<file path="config.mk">
export PLATFORM = sky130hd
export DESIGN_NAME = b3d_ctrl
export DESIGN_NICKNAME = d
export VERILOG_FILES = /design/src/hw/rtl/b3d_pkg.sv /design/src/hw/rtl/b3d_ctrl.sv
export SDC_FILE = /design/constraint.sdc
export NUM_CORES = 1
export LEC_CHECK = 0
export ABC_CLOCK_PERIOD_IN_PS = 6300
export BUFFER_PORTS_ARGS = -buffer_cell sky130_fd_sc_hd__buf_2
export CORE_ASPECT_RATIO = 1.4
export CORE_UTILIZATION = 65
export CTS_BUF_LIST = sky130_fd_sc_hd__clkbuf_16
export DETAILED_ROUTE_END_ITERATION = 6
export GPL_TIMING_DRIVEN = 0
export PLACE_DENSITY = 0.83
export SYNTH_ARGS = -nofsm -noshare
export SYNTH_HDL_FRONTEND = slang
export SYNTH_SLANG_ARGS = --single-unit
</file>
<file path="constraint.sdc">
create_clock -name clk_i -period 6.3 [get_ports clk_i]
set_input_delay 0.945 -clock clk_i [delete_from_list [all_inputs] [get_ports clk_i]]
set_output_delay 0.945 -clock clk_i [all_outputs]
set_load 0.03 [all_outputs]
</file>
<file path="src/hw/rtl/b3d_pkg.sv">
`default_nettype none

package b3d_pkg;

  localparam int unsigned MAX_WIDTH_DEF = 2048;
  localparam int unsigned MAX_HEIGHT    = 4096;
  localparam int unsigned WIDTH_RST     = 1920;
  localparam int unsigned HEIGHT_RST    = 1080;

  localparam int unsigned PIX_W   = 8;
  localparam int unsigned PART_W  = 10;
  localparam int unsigned SUM_W   = 12;
  localparam int unsigned CH_N    = 3;
  localparam int unsigned ENTRY_W = CH_N * SUM_W;
  localparam int unsigned CFG_DW  = 13;
  localparam int unsigned CFG_IW  = 2;
  localparam int unsigned WREG_W  = 12;
  localparam int unsigned HREG_W  = 13;
  localparam int unsigned ROW_W   = 12;
  localparam int unsigned BLK_W   = 11;

  typedef enum logic [CFG_IW-1:0] {
    REG_WIDTH  = 2'd0,
    REG_HEIGHT = 2'd1,
    REG_MODE   = 2'd2
  } reg_idx_e;

  localparam logic [1:0] PH0 = 2'd0;
  localparam logic [1:0] PH1 = 2'd1;
  localparam logic [1:0] PH2 = 2'd2;

  typedef struct packed {
    logic [1:0] cp;
    logic [1:0] rp;
    logic       kept;
    logic       blk_last;
    logic       byp_last;
    logic       bypass;
  } pos_t;

  function automatic logic [BLK_W-1:0] div3(input logic [HREG_W-1:0] x);
    logic [29:0] p;
    p = {17'b0, x} * 30'd43691;
    return p[17 +: BLK_W];
  endfunction

endpackage

`default_nettype wire

</file>
<file path="src/hw/rtl/b3d_ctrl.sv">
`default_nettype none

module b3d_ctrl #(
  parameter int unsigned MAX_WIDTH = b3d_pkg::MAX_WIDTH_DEF,
  localparam int unsigned SW = (((MAX_WIDTH - 1) / 3 + 1) > 1) ?
                               $clog2((MAX_WIDTH - 1) / 3 + 1) : 1
) (
  input  wire logic                        clk_i,
  input  wire logic                        rst_ni,
  input  wire logic                        cfg_valid_i,
  input  wire logic [b3d_pkg::CFG_IW-1:0]  cfg_index_i,
  input  wire logic [b3d_pkg::CFG_DW-1:0]  cfg_data_i,
  input  wire logic                        adv_i,
  output      b3d_pkg::pos_t               pos_o,
  output      logic [SW-1:0]               slot_o
);

  localparam int unsigned CW    = $clog2(MAX_WIDTH);
  localparam int unsigned CMPW  = 14;
  localparam int unsigned WSAT  = (MAX_WIDTH > 4095) ? 4095 : MAX_WIDTH;
  localparam int unsigned W_RST = (b3d_pkg::WIDTH_RST > MAX_WIDTH) ?
                                  MAX_WIDTH : b3d_pkg::WIDTH_RST;

  logic [b3d_pkg::WREG_W-1:0] w_q, w_d;
  logic [b3d_pkg::BLK_W-1:0]  w3_q, w3_d;
  logic [b3d_pkg::HREG_W-1:0] h_q, h_d;
  logic [b3d_pkg::BLK_W-1:0]  h3_q, h3_d;
  logic                       mode_q, mode_d;

  logic [CW-1:0]             c_q, c_d;
  logic [b3d_pkg::ROW_W-1:0] r_q, r_d;
  logic [1:0]                cp_q, cp_d, rp_q, rp_d;
  logic [SW-1:0]             slot_q, slot_d;
  logic [b3d_pkg::BLK_W-1:0] rslot_q, rslot_d;

  logic [b3d_pkg::WREG_W-1:0] w_raw;
  logic [b3d_pkg::HREG_W-1:0] h_raw;
  logic [CMPW-1:0]            c_x, r_x, wm1_x, hm1_x;
  logic                       wrap_c, wrap_r, over_r;

  always_comb begin
    w_d    = w_q;
    w3_d   = w3_q;
    h_d    = h_q;
    h3_d   = h3_q;
    mode_d = mode_q;
    w_raw  = cfg_data_i[b3d_pkg::WREG_W-1:0];
    h_raw  = cfg_data_i[b3d_pkg::HREG_W-1:0];
    if (cfg_valid_i) begin
      case (cfg_index_i)
        b3d_pkg::REG_WIDTH: begin
          if (w_raw == '0) begin
            w_d = b3d_pkg::WREG_W'(1);
          end else if ({2'b0, w_raw} > CMPW'(WSAT)) begin
            w_d = b3d_pkg::WREG_W'(WSAT);
          end else begin
            w_d = w_raw;
          end
          w3_d = b3d_pkg::div3({1'b0, w_d});
        end
        b3d_pkg::REG_HEIGHT: begin
          if (h_raw == '0) begin
            h_d = b3d_pkg::HREG_W'(1);
          end else if (h_raw > b3d_pkg::HREG_W'(b3d_pkg::MAX_HEIGHT)) begin
            h_d = b3d_pkg::HREG_W'(b3d_pkg::MAX_HEIGHT);
          end else begin
            h_d = h_raw;
          end
          h3_d = b3d_pkg::div3(h_d);
        end
        b3d_pkg::REG_MODE: begin
          mode_d = cfg_data_i[0];
        end
        default: begin
        end
      endcase
    end
  end

  always_comb begin
    c_x    = CMPW'(c_q);
    r_x    = CMPW'(r_q);
    wm1_x  = CMPW'(w_q) - CMPW'(1);
    hm1_x  = CMPW'(h_q) - CMPW'(1);
    wrap_c = c_x >= wm1_x;
    wrap_r = r_x >= hm1_x;
    over_r = r_x > hm1_x;

    c_d     = c_q;
    r_d     = r_q;
    cp_d    = cp_q;
    rp_d    = rp_q;
    slot_d  = slot_q;
    rslot_d = rslot_q;
    if (adv_i) begin
      if (wrap_c) begin
        c_d    = '0;
        cp_d   = b3d_pkg::PH0;
        slot_d = '0;
        if (wrap_r) begin
          r_d     = '0;
          rp_d    = b3d_pkg::PH0;
          rslot_d = '0;
        end else begin
          r_d = r_q + b3d_pkg::ROW_W'(1);
          if (rp_q == b3d_pkg::PH2) begin
            rp_d    = b3d_pkg::PH0;
            rslot_d = rslot_q + b3d_pkg::BLK_W'(1);
          end else begin
            rp_d = rp_q + 2'd1;
          end
        end
      end else begin
        c_d = c_q + CW'(1);
        if (cp_q == b3d_pkg::PH2) begin
          cp_d   = b3d_pkg::PH0;
          slot_d = slot_q + SW'(1);
        end else begin
          cp_d = cp_q + 2'd1;
        end
        if (over_r) begin
          r_d     = '0;
          rp_d    = b3d_pkg::PH0;
          rslot_d = '0;
        end
      end
    end
  end

  always_comb begin
    pos_o.cp       = cp_q;
    pos_o.rp       = rp_q;
    pos_o.kept     = (CMPW'(slot_q) < CMPW'(w3_q)) && (CMPW'(rslot_q) < CMPW'(h3_q));
    pos_o.blk_last = (CMPW'(slot_q) == CMPW'(w3_q) - CMPW'(1)) &&
                     (CMPW'(rslot_q) == CMPW'(h3_q) - CMPW'(1));
    pos_o.byp_last = wrap_c && wrap_r;
    pos_o.bypass   = !mode_q;
    slot_o         = slot_q;
  end

  always_ff @(posedge clk_i or negedge rst_ni) begin
    if (!rst_ni) begin
      w_q     <= b3d_pkg::WREG_W'(W_RST);
      w3_q    <= b3d_pkg::BLK_W'(W_RST / 3);
      h_q     <= b3d_pkg::HREG_W'(b3d_pkg::HEIGHT_RST);
      h3_q    <= b3d_pkg::BLK_W'(b3d_pkg::HEIGHT_RST / 3);
      mode_q  <= 1'b1;
      c_q     <= '0;
      r_q     <= '0;
      cp_q    <= b3d_pkg::PH0;
      rp_q    <= b3d_pkg::PH0;
      slot_q  <= '0;
      rslot_q <= '0;
    end else begin
      w_q     <= w_d;
      w3_q    <= w3_d;
      h_q     <= h_d;
      h3_q    <= h3_d;
      mode_q  <= mode_d;
      c_q     <= c_d;
      r_q     <= r_d;
      cp_q    <= cp_d;
      rp_q    <= rp_d;
      slot_q  <= slot_d;
      rslot_q <= rslot_d;
    end
  end

endmodule

`default_nettype wire

</file>
== Word level (Yosys, flattened, before mapping) ==
Cells that the tools add are included.
Cells by class
  magnitude comparators: 7
  eq/ne operators: 7
  $add $sub $neg: 10
  multiplexer cells: 24
  $mul: 2
  reduce and logical (&&, ||, !) cells: 15
Operators with widths (count)
  $mux W12: 7
  $mux W11: 5
  $mux W13: 4
  $mul A12 B16 Y28 const B: 1
  $mul A13 B16 Y28 const B: 1
  $sub A11 B1 Y12 const B: 2
  $add A11 B1 Y11 const B: 2
  $mux W10: 2
  $eq A10 B14 Y1: 1
  $eq A11 B14 Y1: 1
  $ge A11 B14 Y1: 1
  $ge A12 B14 Y1: 1
  $gt A12 B14 Y1: 1
  $sub A13 B1 Y14 const B: 1
  $gt A13 B13 Y1 const B: 1
  $logic_not A13 Y1: 1
  $sub A12 B1 Y13 const B: 1
  $add A12 B1 Y12 const B: 1
  $gt A12 B12 Y1 const B: 1
  $logic_not A12 Y1: 1
  $mux W2: 6
  $lt A10 B11 Y1: 1
  $lt A11 B11 Y1: 1
  $add A10 B1 Y10 const B: 1
  10 further kinds: 20
Word-level totals
  register bits: 96
  input bits: 19
  output and inout port bits: 18
  logic and storage cells: 76

== Depth between registers and ports, before layout ==
  word-level depth: 6
  mapped depth: 23
  depth with buffers taken out: 23

== Worst setup path before layout ==
OpenSTA, ideal clock, no wires.
  path kind: in2reg
  start point: input cfg_data_i[5] (netlist name)
  end point: register h3_q[10] (netlist name)
  slack: 0.081 ns
  library setup time: 0.069 ns
  cell stages on the path: 20
  buffers on the path: 0
  arrival time: 6.150 ns
  required time: 6.231 ns
  path through: nor4_1 > nand3_1 > o31ai_1 > and2_1 > ha_1 > inv_1 > fa_1 > fa_1 > fa_1 > fa_1 > inv_1 > ha_1 > and3_1 > a221o_1 > a31o_2 > a21oi_1 > o21a_1 > o21ai_1 > or4_1 > nand3_1
Between the ends
  word-level cells in the longest chain between the ends: 6
  elaborated cells on any way between the ends: 7
  those cells by class: mul: 1; order compare: 1; mux: 4; reduce/logical: 1
RTL lines
  from (decl): line b3d_ctrl.sv:12  | input wire logic [b3d_pkg::CFG_DW-1:0] cfg_data_i,
  $gt A13 B13 Y1: line b3d_ctrl.sv:64  | end else if (h_raw > b3d_pkg::HREG_W'(b3d_pkg::MAX_HEIGHT)) begin
  $mux W13: line b3d_ctrl.sv:64
  $mux W13 *: line b3d_ctrl.sv:62  | if (h_raw == '0) begin
  $mux W13 *: line b3d_ctrl.sv:50  | case (cfg_index_i)
  $mux W13 *: line b3d_ctrl.sv:49  | if (cfg_valid_i) begin
  $mul A13 B16 Y28 *: line b3d_pkg.sv:43  | p = {17'b0, x} * 30'd43691;
  to (signal assigned): line b3d_ctrl.sv:146  | h3_q <= b3d_pkg::BLK_W'(b3d_pkg::HEIGHT_RST / 3);
  to (decl): line b3d_ctrl.sv:27  | logic [b3d_pkg::BLK_W-1:0] h3_q, h3_d;
Mark *: on every way between the ends. The rest lies on a longest branch, timed or not. The select of a mux whose other input is x is not followed.
A chain may end at the register's enable or synchronous reset.

== Worst setup path in the final report ==
  start point: input cfg_data_i[9] (netlist name)
  end point: register h3_q[10] (netlist name)
Same word-level chain as after synthesis.

==> impl_metrics.env <==
export IMPL_outcome="finished, final reports clean"
export IMPL_synth_distinct_cells=70
export IMPL_synth_top_family_by_area="adder cells"
export IMPL_synth_edf_count=0
export IMPL_cts_htree_levels=3
export IMPL_cts_clk_slew_worst_paths_ps=70
export IMPL_cp_endpoint="h3_q[10]"
export IMPL_drive_gt1_share_pct=9.71
export IMPL_critical_path_required_ps=6580
export IMPL_cpMaxStageDelayCell="or4_1"
export IMPL_worst_setup_path_type="primary input to flop"
export IMPL_ant_nets=0
export IMPL_avgSynthCellArea_um2=9.03
export IMPL_tightest_slew_ps=820
export IMPL_setup_violations=0
export IMPL_clkLatencyLatePin_ps=350
export IMPL_async_reset_ff_share_pct=100
export IMPL_timing_rr_end="r_q[7]"
export IMPL_antenna_found_initial=0
export IMPL_leakagePower_nw=6.43
export IMPL_wl_per_cell_um=16.1
export IMPL_fin_area_um2=12700
export IMPL_cap_violations=0
export IMPL_finalClockSkew_ps=14.0
export IMPL_crit_start="cfg_data_i[9]"
export IMPL_initial_core_util_pct=66.6
export IMPL_drv_slew=0
export IMPL_die_w_um=115
export IMPL_synth_area_leaders="ha_1 (21%), dfrtp_1 (17%), fa_1 (16%)"
export IMPL_synthAdderAreaFrac_pct=37.3
export IMPL_synthCells=1289
export IMPL_dp_cells=1562
export IMPL_hold_ws_ps=498
export IMPL_syn_cell_area_um2=11600
export IMPL_fmax_mhz=162
export IMPL_ctsHoldBuffers=0
export IMPL_yosysTopAreaCellShare_pct=21.3
export IMPL_portBuffers=36
export IMPL_hold_class="flop to flop"
export IMPL_layoutNonFillerInstCount=1585
export IMPL_dr_total_vias=9247
export IMPL_routabilityCongestion=0.962
export IMPL_dieArea_um2=18400
export IMPL_max_clock_path_buffers=2
export IMPL_core_region_area_um2=17500
export IMPL_finalWirelength_mm=25.5
export IMPL_synthSimpleGateAreaFrac_pct=15.1
export IMPL_muxShareOfSynthArea_pct=1.24
export IMPL_yosysSeqAreaShare_pct=20.8
export IMPL_synth_net_count=1599
export IMPL_grt_pass1_wl_mm=43.8
export IMPL_grt_ovfl_total=0
export IMPL_cp_data_arrival_time_ps=6460
export IMPL_cts_tree="yes"
export IMPL_pin_count=37
export IMPL_ys_warn_count=0
export IMPL_slowest_delay_ps=520
export IMPL_dr_pass1_iters=5
export IMPL_clock_sinks=96
export IMPL_ys_flop_type="dfrtp_1"
export IMPL_dp_hpwl_mm=21.3
export IMPL_fin_nets=1654
export IMPL_maxSlewHeadroom_pct=44.8
export IMPL_drtIter0Drc=506
export IMPL_cp_common_cell="fa_1"
export IMPL_start_kind="primary input"
export IMPL_cts_buffers_inserted=9
export IMPL_peakVddDrop_v=0.000168
export IMPL_synth_xor_area_share_pct=6.62
export IMPL_yosysTopAreaCell="ha_1"
export IMPL_grt_pass1_vias=9607
export IMPL_r2r_cells=13
export IMPL_fp_dieH_um=160
export IMPL_ys_seq_elements=96
export IMPL_grt_start_max_net_pins=51
export IMPL_dp_slack_ps=-680
export IMPL_cts_root_buf="clkbuf_16"
export IMPL_areaGrowthSynthToFinish_pct=8.79
export IMPL_rows=57
export IMPL_r2r_start="w_q[0]"
export IMPL_dpl_instance_area_um2=12100
export IMPL_rrSetupSlack_ps=2150
export IMPL_num_antenna_cells=0
export IMPL_crit_fanout=4
export IMPL_via_per_inst=5.83
export IMPL_grt_total_usage_pct=29.9
export IMPL_synth_compound_area_share_pct=10.9
export IMPL_path_cells="buf_2, nor4_4, nand3_2, o31ai_4, and2_4, ha_4, inv_2, fa_1, fa_1, fa_1, fa_1, inv_1, ha_4, and3_4, a221o_1, a31o_2, a21oi_4, o21a_1, o21ai_2, or4_1, nand3_1"
export IMPL_powerDensity_nw_per_um2=294
export IMPL_fin_ws_ps=125
export IMPL_finalHoldViolCount=0
export IMPL_min_period_ps=6170
export IMPL_endpoint_kind="flop"
export IMPL_drc=0
export IMPL_fin_crit_sh_pct=98.0
## placed cells by master (no fill, tap or decap), types with 4 or more instances in the layout
cell	netlist	routed
nand4_1	23	23
ha_1	198	195
xor2_1	33	33
nor2b_1	23	20
a211oi_1	5	5
nor3_1	24	24
dfrtp_1	81	81
o31ai_1	13	11
nand2b_1	10	10
nand3_1	30	29
clkbuf_1	24	22
buf_4	0	8
fa_1	93	91
o21bai_1	4	4
o21ai_0	75	74
and3_1	11	10
clkbuf_16	0	9
nand3b_1	5	5
nor4_1	12	10
or4_1	5	5
a31oi_1	4	4
dfstp_2	15	15
a21o_1	12	12
a21oi_1	45	41
or3_1	8	8
buf_2	3	38
and2_1	6	5
a21oi_2	1	4
nor2_1	71	70
inv_1	221	219
xnor2_1	55	55
mux2_2	11	11
nand2_1	103	102
## cell usage after synthesis (12+ instances only)
library cell and number:
nor2_1 71, fa_1 93, a21oi_1 45, clkbuf_1 24, inv_1 221, dfrtp_1 81, nand4_1 23, xor2_1 33
ha_1 198, nand3_1 30, a21o_1 12, o31ai_1 13, nor4_1 12, o21ai_0 75, nand2_1 103, nor2b_1 23
nor3_1 24, xnor2_1 55, dfstp_2 15
## flip-flops by register name, indices dropped and copies added (netlist names)
name and flops:
h_q 13, mode_q 1, slot_o 10, rslot_q 11
c_q 11, r_q 12, w3_q 11, cp_q 2
w_q 12, h3_q 11, rp_q 2
## cells by family after synthesis
family                     count (synthesis)
and+or+nand+nor                          349
adders and majority gates                291
buffers and inverters                    248
AOI/OAI and AO/OA                        203
DFF                                       96
xor gates and xnor gates                  88
muxes                                     13
other                                      1
## worst min path at each step
| stage | startpoint | endpoint | slack [ps] | depth (start not counted) |
|---|---|---|---|---|
| global route | mode_q | mode_q | 510 | 2 |
| detailed placement | h_q[4] | h_q[4] | 490 | 2 |
| global placement | cp_q[1] | cp_q[0] | 470 | 1 |
| floorplan | h_q[4] | h_q[4] | 460 | 2 |
| finish | h_q[4] | h_q[4] | 500 | 2 |
| CTS | h_q[4] | h_q[4] | 500 | 2 |
## metrics by stage
| step | setup TNS [ps] | total power [mW] | utilization, % |
|---|---|---|---|
| floorplan | 0 | 2.58 | - |
| global placement | -3380 | 3.02 | 69.3 |
| detailed placement | -4680 | 3.13 | 69.5 |
| CTS | 0 | 3.66 | 71.3 |
| global route | -94.5 | 4.09 | 72.4 |
| finish | 0 | 3.72 | 72.4 |
## worst max-delay path, delay by kind of cell
family / cells / cell delay, ps
AO/OA/AOI/OAI: 6 / 1380
AND/OR/NAND/NOR: 6 / 1490
adder cells (fa/ha/maj): 6 / 2350
buffers and inverters: 3 / 270
## power by group
group | internal [mW] | switching, mW
registers | 0.760 | 0.177
logic | 0.977 | 1.31
clock network | 0.267 | 0.236
total | 2.00 | 1.72
## layout make-up
cell class                      count  area (um^2)
Multi-Input combinational cell    945         8470
Fill cell                        1281         4810
Sequential cell                    96         2420
Clock inverter                      7         46.3
Clock buffer                        9          225
Buffer                             27          108
Inverter                          221          830
Timing Repair Buffer               44          263
Tap cell                          236          295
## per-layer routing
metal	part of all wire [%]	GRT usage, %	wire (um)	up-vias
met2	51	52.7	13100	244
li1	-	-	-	4457
met1	42	36.3	10600	4468
met5	0	0	0	-
met3	2.8	2.98	725	78
met4	4.1	14.0	1050	0
## what timing repair did
action	CTS	global route
setup buffers	1	6
pin swaps	2	18
resized for setup	12	30
endpoints found under the setup margin	5	10
No activity file was read; power rests on OpenSTA's default activity.
